$ cat src/hw/rtl/spcrc_pkg.sv
// Shared types, codes and the CRC-16 step function for the servo packet receiver.
// No dependencies; every module of the block imports this package.
package spcrc_pkg;

    localparam int unsigned QUEUE_DEPTH = 4;
    localparam int unsigned QUEUE_AW    = $clog2(QUEUE_DEPTH);

    localparam logic [7:0]  HDR_FF      = 8'hFF;
    localparam logic [7:0]  HDR_FD      = 8'hFD;
    localparam logic [15:0] CRC_POLY    = 16'h8005;
    localparam logic [7:0]  MAX_RESET   = 8'hFF;
    localparam logic [8:0]  HDR_BYTES   = 9'd5;
    localparam logic [8:0]  PAYLOAD_OFS = 9'd9;
    localparam logic [15:0] SHORT_LEN   = 16'd3;

    localparam logic [1:0] EV_PAYLOAD  = 2'd0;
    localparam logic [1:0] EV_GOOD     = 2'd1;
    localparam logic [1:0] EV_CRC_ERR  = 2'd2;
    localparam logic [1:0] EV_OVERFLOW = 2'd3;

    typedef enum logic [10:0] {
        PH_HUNT0   = 11'b000_0000_0001,
        PH_HUNT1   = 11'b000_0000_0010,
        PH_HUNT2   = 11'b000_0000_0100,
        PH_RESV    = 11'b000_0000_1000,
        PH_ID      = 11'b000_0001_0000,
        PH_LEN_LO  = 11'b000_0010_0000,
        PH_LEN_HI  = 11'b000_0100_0000,
        PH_INSTR   = 11'b000_1000_0000,
        PH_PAYLOAD = 11'b001_0000_0000,
        PH_CRC_LO  = 11'b010_0000_0000,
        PH_CRC_HI  = 11'b100_0000_0000
    } t_phase;

    // One classified byte as it sits in the queue between front and back.
    typedef struct packed {
        logic [7:0] rx_byte;
        logic       is_ff;
        logic       is_fd;
    } t_qitem;

    // Head of the queue as seen by the back end.
    typedef struct packed {
        logic   valid;
        t_qitem item;
    } t_qhead;

    typedef struct packed {
        logic [1:0]  event_res;
        logic [7:0]  payload_byte;
        logic [7:0]  payload_index;
        logic [7:0]  packet_id;
        logic [7:0]  instruction;
        logic [15:0] packet_length;
        logic        last;
    } t_result;

    function automatic logic [15:0] crc16_add(input logic [15:0] crc, input logic [7:0] b);
        logic [15:0] c;
        c = crc ^ {b, 8'h00};
        for (int k = 0; k < 8; k++) begin
            c = c[15] ? ({c[14:0], 1'b0} ^ CRC_POLY) : {c[14:0], 1'b0};
        end
        return c;
    endfunction

endpackage

$ cat src/hw/rtl/spcrc_if.sv
// Stream interfaces for received bytes and for receiver events.
// Depends on nothing; valid/ready handshake, a beat moves when both are high.
interface spcrc_in_if;
    logic       valid;
    logic       ready;
    logic [7:0] rx_byte;

    modport source (output valid, output rx_byte, input ready);
    modport sink   (input valid, input rx_byte, output ready);
endinterface

interface spcrc_out_if;
    logic        valid;
    logic        ready;
    logic [1:0]  event_res;
    logic [7:0]  payload_byte;
    logic [7:0]  payload_index;
    logic [7:0]  packet_id;
    logic [7:0]  instruction;
    logic [15:0] packet_length;
    logic        last;

    modport source (output valid, output event_res, output payload_byte,
                    output payload_index, output packet_id, output instruction,
                    output packet_length, output last, input ready);
    modport sink   (input valid, input event_res, input payload_byte,
                    input payload_index, input packet_id, input instruction,
                    input packet_length, input last, output ready);
endinterface

$ cat src/hw/rtl/servo_packet_receiver_crc_check_unit.sv
// Servo packet receiver with CRC-16 check.
// A byte beat is written into the queue when accepted; the decoder pops it from the
// queue head, and any event it yields is registered and driven onto o_evt.
// Throughput: one byte per cycle while o_evt is not stalled; a four-entry queue between
// the front end and the decoder absorbs output stalls, and the event register holds one result.
// Reset (i_rst_n low, synchronous): queue empty, decoder hunting, limit 255.
module servo_packet_receiver_crc_check_unit import spcrc_pkg::*; (
    input  logic         i_clk,
    input  logic         i_rst_n,
    spcrc_in_if.sink     i_rx,
    spcrc_out_if.source  o_evt,
    input  logic         psel,
    input  logic         penable,
    input  logic         pwrite,
    input  logic [2:0]   paddr,
    input  logic [31:0]  pwdata,
    output logic [31:0]  prdata,
    output logic         pready
);

    logic [7:0] r_max_bytes;
    t_qhead     w_head;
    logic       w_pop;
    logic       w_reg_hit;

    assign pready    = 1'b1;
    assign w_reg_hit = (paddr[2] == 1'b0);
    assign prdata    = w_reg_hit ? {24'd0, r_max_bytes} : 32'd0;

    always_ff @(posedge i_clk) begin
        if (!i_rst_n) begin
            r_max_bytes <= MAX_RESET;
        end else if (psel && penable && pwrite && pready && w_reg_hit) begin
            r_max_bytes <= pwdata[7:0];
        end
    end

    spcrc_front u_front (
        .i_clk   (i_clk),
        .i_rst_n (i_rst_n),
        .i_rx    (i_rx),
        .i_pop   (w_pop),
        .o_head  (w_head)
    );

    spcrc_back u_back (
        .i_clk       (i_clk),
        .i_rst_n     (i_rst_n),
        .i_max_bytes (r_max_bytes),
        .i_head      (w_head),
        .o_pop       (w_pop),
        .o_evt       (o_evt)
    );

endmodule

$ cat src/hw/rtl/spcrc_front.sv
// Front end: accepts byte beats, tags header bytes and queues them for the back end.
// Depends on spcrc_pkg and spcrc_in_if.
module spcrc_front import spcrc_pkg::*; (
    input  logic         i_clk,
    input  logic         i_rst_n,
    spcrc_in_if.sink     i_rx,
    input  logic         i_pop,
    output t_qhead       o_head
);

    t_qitem                r_mem [QUEUE_DEPTH];
    logic [QUEUE_AW-1:0]   r_wptr, n_wptr;
    logic [QUEUE_AW-1:0]   r_rptr, n_rptr;
    logic [QUEUE_AW:0]     r_fill, n_fill;
    logic                  w_push;
    logic                  w_pop;
    t_qitem                w_item;

    assign i_rx.ready = (r_fill != (QUEUE_AW+1)'(QUEUE_DEPTH));
    assign w_push     = i_rx.valid && i_rx.ready;
    assign w_pop      = i_pop && (r_fill != '0);

    always_comb begin
        w_item.rx_byte = i_rx.rx_byte;
        w_item.is_ff   = (i_rx.rx_byte == HDR_FF);
        w_item.is_fd   = (i_rx.rx_byte == HDR_FD);
    end

    always_comb begin
        n_wptr = w_push ? r_wptr + QUEUE_AW'(1) : r_wptr;
        n_rptr = w_pop  ? r_rptr + QUEUE_AW'(1) : r_rptr;
        n_fill = r_fill + (QUEUE_AW+1)'(w_push) - (QUEUE_AW+1)'(w_pop);
    end

    always_ff @(posedge i_clk) begin
        if (!i_rst_n) begin
            r_wptr <= '0;
            r_rptr <= '0;
            r_fill <= '0;
        end else begin
            r_wptr <= n_wptr;
            r_rptr <= n_rptr;
            r_fill <= n_fill;
        end
    end

    always_ff @(posedge i_clk) begin
        if (w_push) begin
            r_mem[r_wptr] <= w_item;
        end
    end

    assign o_head.valid = (r_fill != '0);
    assign o_head.item  = r_mem[r_rptr];

    a_fill_bound: assert property (@(posedge i_clk) disable iff (!i_rst_n)
        r_fill <= (QUEUE_AW+1)'(QUEUE_DEPTH))
        else $error("queue fill count above depth");

    a_fill_track: assert property (@(posedge i_clk) disable iff (!i_rst_n)
        (w_push && !w_pop) |=> (r_fill == $past(r_fill) + (QUEUE_AW+1)'(1)))
        else $error("queue fill count lost a pushed beat");

    a_no_push_when_full: assert property (@(posedge i_clk) disable iff (!i_rst_n)
        (r_fill == (QUEUE_AW+1)'(QUEUE_DEPTH)) |-> !w_push)
        else $error("byte beat accepted into a full queue");

endmodule

$ cat src/hw/rtl/spcrc_back.sv
// Back end: packet decoder, running CRC-16 and the registered event output.
// Depends on spcrc_pkg and spcrc_out_if; takes classified bytes from spcrc_front.
module spcrc_back import spcrc_pkg::*; (
    input  logic         i_clk,
    input  logic         i_rst_n,
    input  logic [7:0]   i_max_bytes,
    input  t_qhead       i_head,
    output logic         o_pop,
    spcrc_out_if.source  o_evt
);

    t_phase       r_phase, n_phase;
    logic [7:0]   r_count, n_count;
    logic [15:0]  r_len, n_len;
    logic [15:0]  r_crc, n_crc;
    logic [7:0]   r_id, n_id;
    logic [7:0]   r_instr, n_instr;
    logic [7:0]   r_crc_lo, n_crc_lo;
    logic         r_out_valid, n_out_valid;
    t_result      r_out, n_out;

    logic [8:0]   w_cnt;
    logic [15:0]  w_crc_step;
    logic [15:0]  w_got;
    logic [7:0]   w_b;

    assign o_pop      = i_head.valid && (!r_out_valid || o_evt.ready);
    assign w_b        = i_head.item.rx_byte;
    assign w_cnt      = {1'b0, r_count} + 9'd1;
    assign w_crc_step = crc16_add(r_crc, w_b);
    assign w_got      = {w_b, r_crc_lo};

    always_comb begin
        logic emit;
        logic resync;
        emit        = 1'b0;
        resync      = 1'b0;
        n_phase     = r_phase;
        n_count     = r_count;
        n_len       = r_len;
        n_crc       = r_crc;
        n_id        = r_id;
        n_instr     = r_instr;
        n_crc_lo    = r_crc_lo;
        n_out       = r_out;
        n_out.packet_id     = r_id;
        n_out.instruction   = r_instr;
        n_out.packet_length = r_len;
        n_out.payload_byte  = 8'd0;
        n_out.payload_index = 8'd0;
        n_out.last          = 1'b1;
        n_out.event_res     = EV_OVERFLOW;

        // An FF after FF FF is a stretched header and leaves everything alone.
        if (o_pop && !(r_phase == PH_HUNT2 && i_head.item.is_ff)) begin
            if (w_cnt >= {1'b0, i_max_bytes}) begin
                emit   = 1'b1;
                resync = 1'b1;
            end else begin
                n_count = w_cnt[7:0];
                case (r_phase)
                    PH_HUNT0, PH_HUNT1: begin
                        if (i_head.item.is_ff) begin
                            n_crc   = w_crc_step;
                            n_phase = (r_phase == PH_HUNT0) ? PH_HUNT1 : PH_HUNT2;
                        end else begin
                            resync = 1'b1;
                        end
                    end
                    PH_HUNT2: begin
                        if (i_head.item.is_fd) begin
                            n_crc   = w_crc_step;
                            n_phase = PH_RESV;
                        end else begin
                            resync = 1'b1;
                        end
                    end
                    PH_RESV: begin
                        n_crc   = w_crc_step;
                        n_phase = PH_ID;
                    end
                    PH_ID: begin
                        n_crc   = w_crc_step;
                        n_id    = w_b;
                        n_phase = PH_LEN_LO;
                    end
                    PH_LEN_LO: begin
                        n_crc   = w_crc_step;
                        n_len   = {8'd0, w_b};
                        n_phase = PH_LEN_HI;
                    end
                    PH_LEN_HI: begin
                        n_crc   = w_crc_step;
                        n_len   = {w_b, r_len[7:0]};
                        n_phase = PH_INSTR;
                    end
                    PH_INSTR: begin
                        n_crc   = w_crc_step;
                        n_instr = w_b;
                        n_phase = (r_len <= SHORT_LEN) ? PH_CRC_LO : PH_PAYLOAD;
                    end
                    PH_PAYLOAD: begin
                        n_crc               = w_crc_step;
                        emit                = 1'b1;
                        n_out.event_res     = EV_PAYLOAD;
                        n_out.payload_byte  = w_b;
                        n_out.payload_index = (w_cnt >= PAYLOAD_OFS)
                                              ? 8'(w_cnt - PAYLOAD_OFS) : 8'd0;
                        n_out.last          = 1'b0;
                        if ({8'd0, w_cnt} >= {1'b0, r_len} + 17'({8'd0, HDR_BYTES})) begin
                            n_phase = PH_CRC_LO;
                        end
                    end
                    PH_CRC_LO: begin
                        n_crc_lo = w_b;
                        n_phase  = PH_CRC_HI;
                    end
                    PH_CRC_HI: begin
                        emit            = 1'b1;
                        resync          = 1'b1;
                        n_out.event_res = (w_got == r_crc) ? EV_GOOD : EV_CRC_ERR;
                    end
                    default: begin
                        resync = 1'b1;
                    end
                endcase
            end
        end

        if (resync) begin
            n_phase  = PH_HUNT0;
            n_count  = 8'd0;
            n_crc    = 16'd0;
            n_len    = 16'd0;
            n_id     = 8'd0;
            n_instr  = 8'd0;
            n_crc_lo = 8'd0;
        end

        if (emit) begin
            n_out_valid = 1'b1;
        end else begin
            n_out_valid = r_out_valid && !o_evt.ready;
            n_out       = r_out;
        end
    end

    always_ff @(posedge i_clk) begin
        if (!i_rst_n) begin
            r_phase     <= PH_HUNT0;
            r_count     <= 8'd0;
            r_len       <= 16'd0;
            r_crc       <= 16'd0;
            r_id        <= 8'd0;
            r_instr     <= 8'd0;
            r_crc_lo    <= 8'd0;
            r_out_valid <= 1'b0;
        end else begin
            r_phase     <= n_phase;
            r_count     <= n_count;
            r_len       <= n_len;
            r_crc       <= n_crc;
            r_id        <= n_id;
            r_instr     <= n_instr;
            r_crc_lo    <= n_crc_lo;
            r_out_valid <= n_out_valid;
        end
    end

    always_ff @(posedge i_clk) begin
        r_out <= n_out;
    end

    assign o_evt.valid         = r_out_valid;
    assign o_evt.event_res     = r_out.event_res;
    assign o_evt.payload_byte  = r_out.payload_byte;
    assign o_evt.payload_index = r_out.payload_index;
    assign o_evt.packet_id     = r_out.packet_id;
    assign o_evt.instruction   = r_out.instruction;
    assign o_evt.packet_length = r_out.packet_length;
    assign o_evt.last          = r_out.last;

    a_last_matches_event: assert property (@(posedge i_clk) disable iff (!i_rst_n)
        r_out_valid |-> (r_out.last == (r_out.event_res != EV_PAYLOAD)))
        else $error("end flag disagrees with event code");

    a_payload_needs_length: assert property (@(posedge i_clk) disable iff (!i_rst_n)
        (r_phase == PH_PAYLOAD) |-> (r_len > SHORT_LEN))
        else $error("payload phase entered with a short length field");

    a_event_held_on_stall: assert property (@(posedge i_clk) disable iff (!i_rst_n)
        (r_out_valid && !o_evt.ready) |=> (r_out_valid && $stable(r_out)))
        else $error("event beat changed while stalled");

endmodule
$ cat src/flat_wrapper.sv
// flat-port wrapper written by rule: the top's interface ports become plain ports
module servo_packet_receiver_crc_check_unit_flat import spcrc_pkg::*;
  (i_clk, i_rst_n, psel, penable, pwrite, paddr, pwdata, prdata, pready, i_rx_valid, i_rx_rx_byte, i_rx_ready, o_evt_valid, o_evt_event_res, o_evt_payload_byte, o_evt_payload_index, o_evt_packet_id, o_evt_instruction, o_evt_packet_length, o_evt_last, o_evt_ready);
  spcrc_in_if i_rx_i ();
  spcrc_out_if o_evt_i ();
  input  logic i_clk;
  input  logic i_rst_n;
  input  logic psel;
  input  logic penable;
  input  logic pwrite;
  input  logic [2:0] paddr;
  input  logic [31:0] pwdata;
  output logic [31:0] prdata;
  output logic pready;
  input wire logic [$bits(i_rx_i.valid)-1:0] i_rx_valid;
  input wire logic [$bits(i_rx_i.rx_byte)-1:0] i_rx_rx_byte;
  output wire logic [$bits(i_rx_i.ready)-1:0] i_rx_ready;
  output wire logic [$bits(o_evt_i.valid)-1:0] o_evt_valid;
  output wire logic [$bits(o_evt_i.event_res)-1:0] o_evt_event_res;
  output wire logic [$bits(o_evt_i.payload_byte)-1:0] o_evt_payload_byte;
  output wire logic [$bits(o_evt_i.payload_index)-1:0] o_evt_payload_index;
  output wire logic [$bits(o_evt_i.packet_id)-1:0] o_evt_packet_id;
  output wire logic [$bits(o_evt_i.instruction)-1:0] o_evt_instruction;
  output wire logic [$bits(o_evt_i.packet_length)-1:0] o_evt_packet_length;
  output wire logic [$bits(o_evt_i.last)-1:0] o_evt_last;
  input wire logic [$bits(o_evt_i.ready)-1:0] o_evt_ready;
  assign i_rx_i.valid = i_rx_valid;
  assign i_rx_i.rx_byte = i_rx_rx_byte;
  assign i_rx_ready = i_rx_i.ready;
  assign o_evt_valid = o_evt_i.valid;
  assign o_evt_event_res = o_evt_i.event_res;
  assign o_evt_payload_byte = o_evt_i.payload_byte;
  assign o_evt_payload_index = o_evt_i.payload_index;
  assign o_evt_packet_id = o_evt_i.packet_id;
  assign o_evt_instruction = o_evt_i.instruction;
  assign o_evt_packet_length = o_evt_i.packet_length;
  assign o_evt_last = o_evt_i.last;
  assign o_evt_i.ready = o_evt_ready;
  servo_packet_receiver_crc_check_unit u_core (.i_clk(i_clk), .i_rst_n(i_rst_n), .i_rx(i_rx_i), .o_evt(o_evt_i), .psel(psel), .penable(penable), .pwrite(pwrite), .paddr(paddr), .pwdata(pwdata), .prdata(prdata), .pready(pready));
endmodule
$ cat config.mk
export PLATFORM = sky130hd
export DESIGN_NAME = servo_packet_receiver_crc_check_unit_flat
export DESIGN_NICKNAME = d
export VERILOG_FILES = /design/src/hw/rtl/spcrc_pkg.sv /design/src/hw/rtl/spcrc_if.sv /design/src/hw/rtl/servo_packet_receiver_crc_check_unit.sv /design/src/hw/rtl/spcrc_front.sv /design/src/hw/rtl/spcrc_back.sv /design/src/flat_wrapper.sv
export SDC_FILE = /design/constraint.sdc
export NUM_CORES = 1
export LEC_CHECK = 0
export ABC_AREA = 1
export BUFFER_PORTS_ARGS = -buffer_cell sky130_fd_sc_hd__buf_2
export CORE_MARGIN = 3
export CORE_UTILIZATION = 45
export DETAILED_ROUTE_END_ITERATION = 7
export HOLD_SLACK_MARGIN = 0.15
export MAX_ROUTING_LAYER = met4
export PLACE_DENSITY = 0.66
export SETUP_SLACK_MARGIN = 0.02
export SYNTH_ARGS = -nofsm -noshare
export SYNTH_HDL_FRONTEND = slang
export SYNTH_SLANG_ARGS = --single-unit
$ cat constraint.sdc
create_clock -name i_clk -period 4.03 [get_ports i_clk]
set_input_delay 0.806 -clock i_clk [delete_from_list [all_inputs] [get_ports i_clk]]
set_output_delay 0.806 -clock i_clk [all_outputs]
set_load 0.005 [all_outputs]
==> flow_summary.toml, run 1 <==
[pwr]
switching_power_mw = 2.27
vdd_ir_drop_max_uv = 470
p_per_area_mw_per_mm2 = 576
internal_power_mw = 3.53
clock_network_power_share = 0.274
comb_power_share = 0.352
leakage_nw = 4.76
p_seq_frac = 0.374
net_switching_share_of_the_total_power = 0.392

[die]
core.rowCount = 50
pin_count = 136
design.die.area_mm2 = 0.0216
floorplan.core_area_mm2 = 0.0191
die-height_um = 147
die_width_um = 147
start_util = 0.469

[yosys]
netlist-cell-type-count = 54
synth_top_area_share = 0.306
synth_cells = 1020
synth_area_leader_cell = "sky130_fd_sc_hd__edfxtp_1"
number_of_storage_elements_in_the_synthesis_netlist = 184
post_synth_main_area_contributors = "sky130_fd_sc_hd__edfxtp_1 31%, sky130_fd_sc_hd__dfxtp_1 21%, sky130_fd_sc_hd__nand2_1 11%, sky130_fd_sc_hd__inv_1 5.7%, sky130_fd_sc_hd__ha_1 4.3%"
synth-seq-area-share = 0.514
post_synthesis_average_cell_area_um2 = 8.76
netlist_area_mm2 = 0.00894
synth_warnings = 0

[sta]
final-max-slew-violation-count = 0
slew_headroom = 0.353
worst_clock_skew_ns = 0.00852
final-hold-violation-count = 0
crit_path_time_final_ns = 3.57
report.final.setup_viol = 0
tightestPinTransition_ns = 0.966
setup_repair_after_global_routing_missed_its_margin = "no"
max_clock_freq_mhz = 280
final.hold.worst_slack_ns = 0.435
setup_slack_ns = 0.455
finalSetupTns_ns = 0
min_period_over_period = 0.887

[grt]
grt_antenna_before_repair = 0
groute.usage.overall = 0.174
vias_in_the_first_global_route = 6023
grt_start_max_net_pins = 52
grt_pass1_wl_um = 29500
globalRouteOverflowTotal = 0

[setup_path]
worstSetupStartpointType = "register"
worst-endpoint-arrival_ns = 3.86
worst-r2r-setup-slack_ns = 0.46
cp.required_ns = 4.32
crit-reg2reg-capture = "u_core.u_back.o_evt.payload_byte[3]$_SDFFCE_PP0P_"
setup.worst_path.end_class = "register"
worst_r2r_startpoint = "u_core.u_back.r_count[0]$_SDFFE_PP0P_"
critPathKind = "reg -> reg"
rr_worst_depth = 13
crit_path_max_fanout = 15

[cells_and_area]
area_delta_synth_final_pct = 12.6
diodes = 0
fin_util = 0.528
mostFrequentLayoutCells = "267 x sky130_fd_sc_hd__nand2_1, 135 x sky130_fd_sc_hd__inv_1, 93 x sky130_fd_sc_hd__dfxtp_1"
leading_cell_type_in_the_layout_fill_and_taps_excluded = "sky130_fd_sc_hd__nand2_1"
final_net_count = 1189
drive_above_1_share = 0.160
fill_cells = 1770

[clocking]
clock_insertion_delay_worst_skew_ns = 0.44
ctsHoldBuffers = 0
cts_buffers = 17
tritoncts = "built"
cts.reportedPaths.clkPinSlew_ns = 0.07
post-cts-setup-buffer-count = 0
ctsResizeCount = 0
clock_path_buffers = 2
cts-htree-levels = 4
clock-sinks = 184
ctsRootBufferMaster = "sky130_fd_sc_hd__clkbuf_16"

[job]
timing.max_cap.violations = 0

[routing]
via_count = 6619
drt_pre_antenna_iters = 4
drc = 0
drt_first_iter_violations = 383
routed_wl_um = 17700
route.antenna.remaining_nets = 0
routedWlPerCell_um = 12.8
routed_via_density = 4.80

[place]
port-buffer-count = 84
detailedPlace.worstSlack_ns = 0.469
detailed_place_hpwl_um = 12700
gp_congestion = 0.830

[min_path]
worst_hold_path_type = "reg -> reg"
worstHoldPathCells = 0
holdPathEnd = "u_core.u_back.o_evt.packet_id[7]$_DFFE_PP_"
hold_start = "u_core.u_back.r_id[7]$_SDFFE_PP0P_"

[outcome]
outcome = "completed"
[synth_stat cells (all sizes together)]
library cell / count
a31oi: 1
xnor2: 5
xor2: 20
nand3b: 2
nor3: 10
nand3: 54
clkbuf: 3
or2: 4
nor3b: 1
inv: 141
nand2: 277
clkinv: 2
o21ai: 54
o31ai: 1
a221oi: 1
a21oi: 46
a211oi: 1
nor4b: 1
nor2: 87
nand4: 13
or3: 1
a32o: 3
dfxtp: 93
ha: 31
conb: 2
nor4: 5
o211ai: 12
edfxtp: 91
and2: 1
and3: 1
buf: 48
o22ai: 7
fa: 1
[state kept, by name, indices dropped and copies added, names as in the netlist, named ones only]
| register | count |
|---|---|
| u_core.u_front.r_mem | 40 |
| u_core.u_back.o_evt.packet_length | 16 |
| u_core.u_back.r_crc | 16 |
| u_core.u_back.r_len | 16 |
| u_core.u_back.r_phase | 11 |
| u_core.r_max_bytes | 8 |
| u_core.u_back.o_evt.instruction | 8 |
| u_core.u_back.o_evt.packet_id | 8 |
| u_core.u_back.o_evt.payload_byte | 8 |
| u_core.u_back.o_evt.payload_index | 8 |
| u_core.u_back.r_count | 8 |
| u_core.u_back.r_crc_lo | 8 |
| u_core.u_back.r_id | 8 |
| u_core.u_back.r_instr | 8 |
| u_core.u_front.r_fill | 3 |
| u_core.u_back.o_evt.event_res | 2 |
| u_core.u_front.r_rptr | 2 |
| u_core.u_front.r_wptr | 2 |
| u_core.u_back.o_evt.last | 1 |
| u_core.u_back.o_evt.valid | 1 |
[metrics by stage]
| stage | power [mW] | cell area [µm²] | cells |
|---|---|---|---|
| finish | 5.80 | 10100 | 1380 |
| floorplan | 3.78 | 9030 | 1043 |
| CTS | 5.85 | 10100 | 1380 |
| global route | 6.22 | 10100 | 1380 |
| global placement | 4.22 | 9510 | 1348 |
| detailed placement | 4.26 | 9510 | 1348 |
[cell families after synthesis]
kind of cell,synth area share
AOI/OAI and AO/OA,0.0854
other,0.000840
buffers and inverters,0.102
and+or+nand+nor,0.227
adders and majority gates,0.0456
DFF,0.514
xor gates and xnor gates,0.0245
[power by group through the flow]
stage                     sequential [mW]  clock (mW)  combinational (mW)
final                                2.17        1.59                2.04
after global routing                 2.19        1.70                2.34
after CTS                            2.17        1.62                2.05
after detailed placement             2.21           0                2.05
after global placement               2.21           0                2.01
after floorplan                      2.19           0                1.60
[worst max path at each step]
stage                                                from                                           endpoint  slack, ns  cells past startpoint
finish              u_core.u_back.r_count[0]$_SDFFE_PP0P_  u_core.u_back.o_evt.payload_byte[3]$_SDFFCE_PP0P_       0.46                     13
detailed placement  u_core.u_back.r_count[0]$_SDFFE_PP0P_             u_core.u_back.o_evt.last$_SDFFCE_PN1P_       0.47                     12
CTS                 u_core.u_back.r_count[0]$_SDFFE_PP0P_  u_core.u_back.o_evt.payload_byte[3]$_SDFFCE_PP0P_       0.45                     13
global placement    u_core.u_back.r_count[0]$_SDFFE_PP0P_             u_core.u_back.o_evt.last$_SDFFCE_PN1P_       0.53                     12
global route        u_core.u_back.r_count[0]$_SDFFE_PP0P_  u_core.u_back.o_evt.payload_byte[3]$_SDFFCE_PP0P_       0.11                     13
floorplan           u_core.u_back.r_count[0]$_SDFFE_PP0P_     u_core.u_back.o_evt.event_res[0]$_SDFFCE_PN1P_       0.37                     11
[layout make-up]
cell class / instances / area [µm²] / area share
Clock buffer: 18 / 429 / 0.0426
Clock inverter: 14 / 131 / 0.0131
Inverter: 143 / 546 / 0.0542
Multi-Input combinational cell: 665 / 3520 / 0.349
Sequential cell: 184 / 4590 / 0.456
Tap cell: 260 / 325 / 0.0323
Timing Repair Buffer: 96 / 523 / 0.0520
[metal layers]
metal  track usage  up-vias  share of wire
li1              -     3442              -
met1         0.228     3039           0.49
met2         0.275      113           0.46
met3        0.0324       25          0.035
met4        0.0545        0          0.016
met5             -        -              0
[worst max-delay path: stages, from the launching register on]
cell	delay, ns
sky130_fd_sc_hd__dfxtp_1	0.52
sky130_fd_sc_hd__ha_1	0.26
sky130_fd_sc_hd__nand2_2	0.08
sky130_fd_sc_hd__nor2_2	0.14
sky130_fd_sc_hd__xor2_1	0.29
sky130_fd_sc_hd__inv_1	0.16
sky130_fd_sc_hd__ha_1	0.34
sky130_fd_sc_hd__a21oi_1	0.13
sky130_fd_sc_hd__o21ai_0	0.16
sky130_fd_sc_hd__a21oi_4	0.21
sky130_fd_sc_hd__nand4_4	0.27
sky130_fd_sc_hd__nor2_1	0.34
sky130_fd_sc_hd__clkinv_1	0.33
sky130_fd_sc_hd__nor2_1	0.19
Power figures use the tool's default switching activity.
==> inputs of run 2 (changes only) <==
CAP_MARGIN = 20   (was unset)
CTS_BUF_LIST = sky130_fd_sc_hd__clkbuf_16   (was unset)
PLACE_DENSITY = 0.72   (was 0.66)
==> flow_summary.toml, run 2 (same netlist as run 1, synthesis figures left out) <==
[outcome]
outcome = "completed"

[min_path]
hold_start = "u_core.u_back.r_instr[3]$_SDFFE_PP0P_"
worst_hold_path_type = "reg -> reg"

[sta]
final-max-slew-violation-count = 0
setup_slack_ns = 0.537
crit_path_time_final_ns = 3.49
tightestPinTransition_ns = 0.979
final-hold-violation-count = 0
finalSetupTns_ns = 0
worst_clock_skew_ns = 0.0141
setup_repair_after_global_routing_missed_its_margin = "no"
slew_headroom = 0.345
min_period_over_period = 0.867
report.final.setup_viol = 0
max_clock_freq_mhz = 286

[grt]
vias_in_the_first_global_route = 6344
grt_pass1_wl_um = 29800
grt_start_max_net_pins = 52
groute.usage.overall = 0.172
grt_antenna_before_repair = 0
globalRouteOverflowTotal = 0

[die]
floorplan.core_area_mm2 = 0.0191
die_width_um = 147
die-height_um = 147
core.rowCount = 50
pin_count = 136
design.die.area_mm2 = 0.0216
start_util = 0.469

[clocking]
cts.reportedPaths.clkPinSlew_ns = 0.08
tritoncts = "built"
clock_path_buffers = 2
cts-htree-levels = 4
post-cts-setup-buffer-count = 0
clock_insertion_delay_worst_skew_ns = 0.44
ctsResizeCount = 0
ctsRootBufferMaster = "sky130_fd_sc_hd__clkbuf_16"
clock-sinks = 184
ctsHoldBuffers = 0
cts_buffers = 17

[cells_and_area]
multi_input_area_mm2 = 0.00352
max_flop_register = "u_core.u_front.r_mem"
flip_flop_count_of_the_largest_register_after_layout = 40
fill_cells = 1728
drive_above_1_share = 0.160
area_delta_synth_final_pct = 13.1
mostFrequentLayoutCells = "267 x sky130_fd_sc_hd__nand2_1, 135 x sky130_fd_sc_hd__inv_1, 93 x sky130_fd_sc_hd__dfxtp_1"
area.sequential_mm2 = 0.00459
finalNonFillerCells = 1379
final_net_count = 1188
leading_cell_type_in_the_layout_fill_and_taps_excluded = "sky130_fd_sc_hd__nand2_1"
diodes = 0

[pwr]
vdd_ir_drop_max_uv = 380
switching_power_mw = 2.33
p_seq_frac = 0.369
clock_network_power_share = 0.287
p_per_area_mw_per_mm2 = 582
internal_power_mw = 3.56
comb_power_share = 0.344
net_switching_share_of_the_total_power = 0.395
leakage_nw = 4.78

[setup_path]
cp.required_ns = 4.32
crit_path_max_fanout = 15
critical_path.cell_chain = "ha_1 -> nand2_2 -> nor2_2 -> xor2_1 -> inv_1 -> ha_1 -> a21oi_1 -> o21ai_0 -> a21oi_4 -> nand4_4 -> nor2_1 -> clkinv_1 -> nor2_1"
critical_path.max_stage_delay_ns = 0.51
crit_slowest_cell = "sky130_fd_sc_hd__dfxtp_1"
setup.worst_path.end_class = "register"
worstSetupStartpointType = "register"
worst_setup_path_startpoint = "u_core.u_back.r_count[0]$_SDFFE_PP0P_"
worst_r2r_startpoint = "u_core.u_back.r_count[0]$_SDFFE_PP0P_"
critPathKind = "reg -> reg"
worst-endpoint-arrival_ns = 3.78

[place]
port-buffer-count = 84
gp_congestion = 0.859
detailed_place_hpwl_um = 12700
placed_cells = 1347
detailedPlace.worstSlack_ns = 0.524

[routing]
route.antenna.remaining_nets = 0
routed_via_density = 4.82
drt_pre_antenna_iters = 5
drt_first_iter_violations = 393
drc = 0
via_count = 6646
routed_wl_um = 17800
routedWlPerCell_um = 12.9

[job]
timing.max_cap.violations = 0
## run 2: changes by cell type in the layout (fill, tap and decap cells not counted)
cell / before / now
sky130_fd_sc_hd__buf_4: 11 / 10
sky130_fd_sc_hd__clkbuf_1: 1 / 0
sky130_fd_sc_hd__clkinv_2: 3 / 2
sky130_fd_sc_hd__clkinv_4: 0 / 1
sky130_fd_sc_hd__clkinv_8: 1 / 3
sky130_fd_sc_hd__clkinvlp_4: 1 / 0
sky130_fd_sc_hd__inv_12: 0 / 3
sky130_fd_sc_hd__inv_6: 7 / 3
sky130_fd_sc_hd__inv_8: 4 / 5
## run 2: layout make-up
| cell class | instances | area share |
|---|---|---|
| Sequential cell | 184 | 0.455 |
| Timing Repair Buffer | 95 | 0.0510 |
| Clock inverter | 15 | 0.0183 |
| Inverter | 143 | 0.0540 |
| Multi-Input combinational cell | 665 | 0.348 |
| Clock buffer | 17 | 0.0421 |
| Tap cell | 260 | 0.0322 |
## run 2: critical path, delay by kind of cell (launching register included)
kind            cells  cell delay (ns)
fa+ha+maj           2             0.58
compound gates      3             0.49
xor+xnor            1             0.27
buf+inv             2             0.46
simple gates        5             1.02
flops               1             0.51
## run 2: power groups by stage
stage	Sequential (mW)	Combinational (mW)	Clock (mW)
final	2.17	2.02	1.69
after global routing	2.19	2.30	1.79
after floorplan	2.19	1.60	0
after CTS	2.17	2.03	1.72
after detailed placement	2.22	2.01	0
after global placement	2.21	1.97	0
## run 2: metal layers
layer,vias up,global-route usage,share of wire
met2,145,0.280,0.48
met5,-,-,0
li1,3442,-,-
met3,19,0.0321,0.049
met4,0,0.0536,0.012
met1,3040,0.221,0.46
## run 2: per-stage QoR
| stage | power [mW] | instance area [µm²] | util | hold slack (ns) |
|---|---|---|---|---|
| 2_1_floorplan | 3.78 | 9030 | - | 0.409 |
| 3_3_place_gp | 4.19 | 9500 | 0.498 | 0.414 |
| 3_5_place_dp | 4.23 | 9500 | 0.498 | 0.418 |
| 4_1_cts | 5.92 | 10100 | 0.530 | 0.436 |
| 5_1_grt | 6.29 | 10100 | 0.530 | 0.449 |
| 6_report | 5.88 | 10100 | 0.530 | 0.437 |
## run 2: path summary, 6_finish.rpt
kind	to	slack, ns	cells past startpoint
max	u_core.u_back.o_evt.payload_byte[3]$_SDFFCE_PP0P_	0.54	13
max reg2reg	u_core.u_back.o_evt.payload_byte[3]$_SDFFCE_PP0P_	0.54	13
min	u_core.u_back.o_evt.instruction[3]$_DFFE_PP_	0.44	0
min reg2reg	u_core.u_back.o_evt.instruction[3]$_DFFE_PP_	0.44	0
==> inputs of run 3 (changes only) <==
CORE_UTILIZATION = 30   (was 45)
CTS_CLUSTER_SIZE = 20   (was unset)
PLACE_DENSITY = 0.54   (was 0.72)
==> flow_summary.toml, run 3 (same netlist as run 1, synthesis figures left out) <==
[routing]
via_count = 6596
routed_via_density = 4.38
drc = 0
routed_wl_um = 19400
drt_first_iter_violations = 436
routedWlPerCell_um = 12.9
route.antenna.remaining_nets = 0
drt_pre_antenna_iters = 4

[setup_path]
worst_r2r_startpoint = "u_core.u_back.r_count[1]$_SDFFE_PP0P_"
critPathKind = "reg -> reg"
crit-reg2reg-capture = "u_core.u_back.o_evt.payload_byte[7]$_SDFFCE_PP0P_"
worst-endpoint-arrival_ns = 3.60
crit_path_max_fanout = 41
setup.worst_path.end_class = "register"
crit_slowest_cell = "sky130_fd_sc_hd__o21ai_0"
rr_worst_depth = 13
critical_path.max_stage_delay_ns = 0.38
worst-r2r-setup-slack_ns = 0.60
worst_setup_path_startpoint = "u_core.u_back.r_count[1]$_SDFFE_PP0P_"
worstSetupStartpointType = "register"
critical_path.cell_chain = "ha_1 -> nand2_2 -> nor2_2 -> xor2_1 -> inv_1 -> ha_1 -> a21oi_1 -> o21ai_0 -> a21oi_4 -> nand3_1 -> o21ai_0 -> inv_2 -> buf_12"
cp.required_ns = 4.20

[die]
start_util = 0.308
pin_count = 136
die_width_um = 179
design.die.area_mm2 = 0.0319
die-height_um = 179
floorplan.core_area_mm2 = 0.0290
core.rowCount = 62

[min_path]
worstHoldPathCells = 0
holdPathEnd = "u_core.u_back.o_evt.instruction[1]$_DFFE_PP_"
worst_hold_path_type = "reg -> reg"
hold_start = "u_core.u_back.r_instr[1]$_SDFFE_PP0P_"

[sta]
finalSetupTns_ns = 0
setup_repair_after_global_routing_missed_its_margin = "no"
final-max-slew-violation-count = 0
worst_clock_skew_ns = 0.0169
final-hold-violation-count = 0
max_clock_freq_mhz = 292
tightestPinTransition_ns = 1.05
slew_headroom = 0.298
min_period_over_period = 0.851
setup_slack_ns = 0.601
final.hold.worst_slack_ns = 0.431
report.final.setup_viol = 0
crit_path_time_final_ns = 3.43

[clocking]
clock_insertion_delay_worst_skew_ns = 0.44
post-cts-setup-buffer-count = 0
cts-htree-levels = 4
cts_buffers = 17
clock_path_buffers = 2
ctsHoldBuffers = 0
clock-sinks = 184
ctsResizeCount = 0
tritoncts = "built"
ctsRootBufferMaster = "sky130_fd_sc_hd__clkbuf_16"
cts.reportedPaths.clkPinSlew_ns = 0.08

[cells_and_area]
final_net_count = 1192
area_delta_synth_final_pct = 15.5
drive_above_1_share = 0.163
max_flop_register = "u_core.u_front.r_mem"
diodes = 0
flip_flop_count_of_the_largest_register_after_layout = 40
mostFrequentLayoutCells = "267 x sky130_fd_sc_hd__nand2_1, 135 x sky130_fd_sc_hd__inv_1, 93 x sky130_fd_sc_hd__dfxtp_1"
leading_cell_type_in_the_layout_fill_and_taps_excluded = "sky130_fd_sc_hd__nand2_1"

[grt]
vias_in_the_first_global_route = 6031
globalRouteOverflowTotal = 0
grt_antenna_before_repair = 0
grt_pass1_wl_um = 31300
grt_start_max_net_pins = 51
groute.usage.overall = 0.128

[pwr]
leakage_nw = 4.81
p_per_area_mw_per_mm2 = 583
vdd_ir_drop_max_uv = 306

[place]
detailed_place_hpwl_um = 13800
detailedPlace.worstSlack_ns = 0.616
port-buffer-count = 84
gp_congestion = 0.832

[job]
timing.max_cap.violations = 0

[outcome]
outcome = "completed"
[run 3: metrics by stage]
step           power, mW  cell area (µm²)   util  cells
2_1_floorplan       3.78             9030      -   1043
3_3_place_gp        4.31             9680  0.334   1475
3_5_place_dp        4.33             9680  0.334   1475
4_1_cts             6.12            10300  0.356   1507
5_1_grt             6.47            10300  0.356   1507
6_report            6.03            10300  0.356   1507
[run 3: how the worst max path moves through the flow]
| stage | to | slack, ns |
|---|---|---|
| CTS | u_core.u_back.o_evt.payload_byte[7]$_SDFFCE_PP0P_ | 0.60 |
| detailed placement | u_core.u_back.o_evt.instruction[2]$_DFFE_PP_ | 0.62 |
| floorplan | u_core.u_back.o_evt.event_res[0]$_SDFFCE_PN1P_ | 0.37 |
| global route | u_core.u_back.o_evt.payload_byte[7]$_SDFFCE_PP0P_ | 0.27 |
| finish | u_core.u_back.o_evt.payload_byte[7]$_SDFFCE_PP0P_ | 0.60 |
| global placement | u_core.u_back.o_evt.instruction[4]$_DFFE_PP_ | 0.65 |
[run 3: layout make-up]
class / instances / area, µm²
clock buffer: 17 / 425
clock inverter: 15 / 220
fill: 2995 / 18700
inverter: 143 / 546
multi-input combinational: 665 / 3520
sequential: 184 / 4590
tap: 384 / 480
timing repair buffer: 99 / 546
[run 3: routing by layer]
metal | track usage | share of wire | wire length [µm] | vias to the layer above
met2 | 0.198 | 0.46 | 8860 | 101
met1 | 0.173 | 0.49 | 9610 | 3030
li1 | - | - | - | 3446
met4 | 0.0354 | 0.013 | 252 | 0
met3 | 0.0234 | 0.036 | 709 | 19
met5 | - | 0 | 0 | -
[run 3: critical path: cells and delay by family, from the launching register on]
kind,cells,cell delay (ns)
adder cells (fa/ha/maj),2,0.57
XOR/XNOR,1,0.30
AO/OA/AOI/OAI,4,0.86
flip-flops,1,0.37
AND/OR/NAND/NOR,3,0.36
buffers and inverters,3,0.66
[run 3: power breakdown]
group / switching (mW) / total [mW] / internal [mW] / leakage (nW)
Clock: 0.899 / 1.78 / 0.876 / 0.309
Combinational: 1.44 / 2.08 / 0.638 / 2.82
Sequential: 0.0796 / 2.17 / 2.09 / 1.68
Total: 2.42 / 6.03 / 3.60 / 4.81
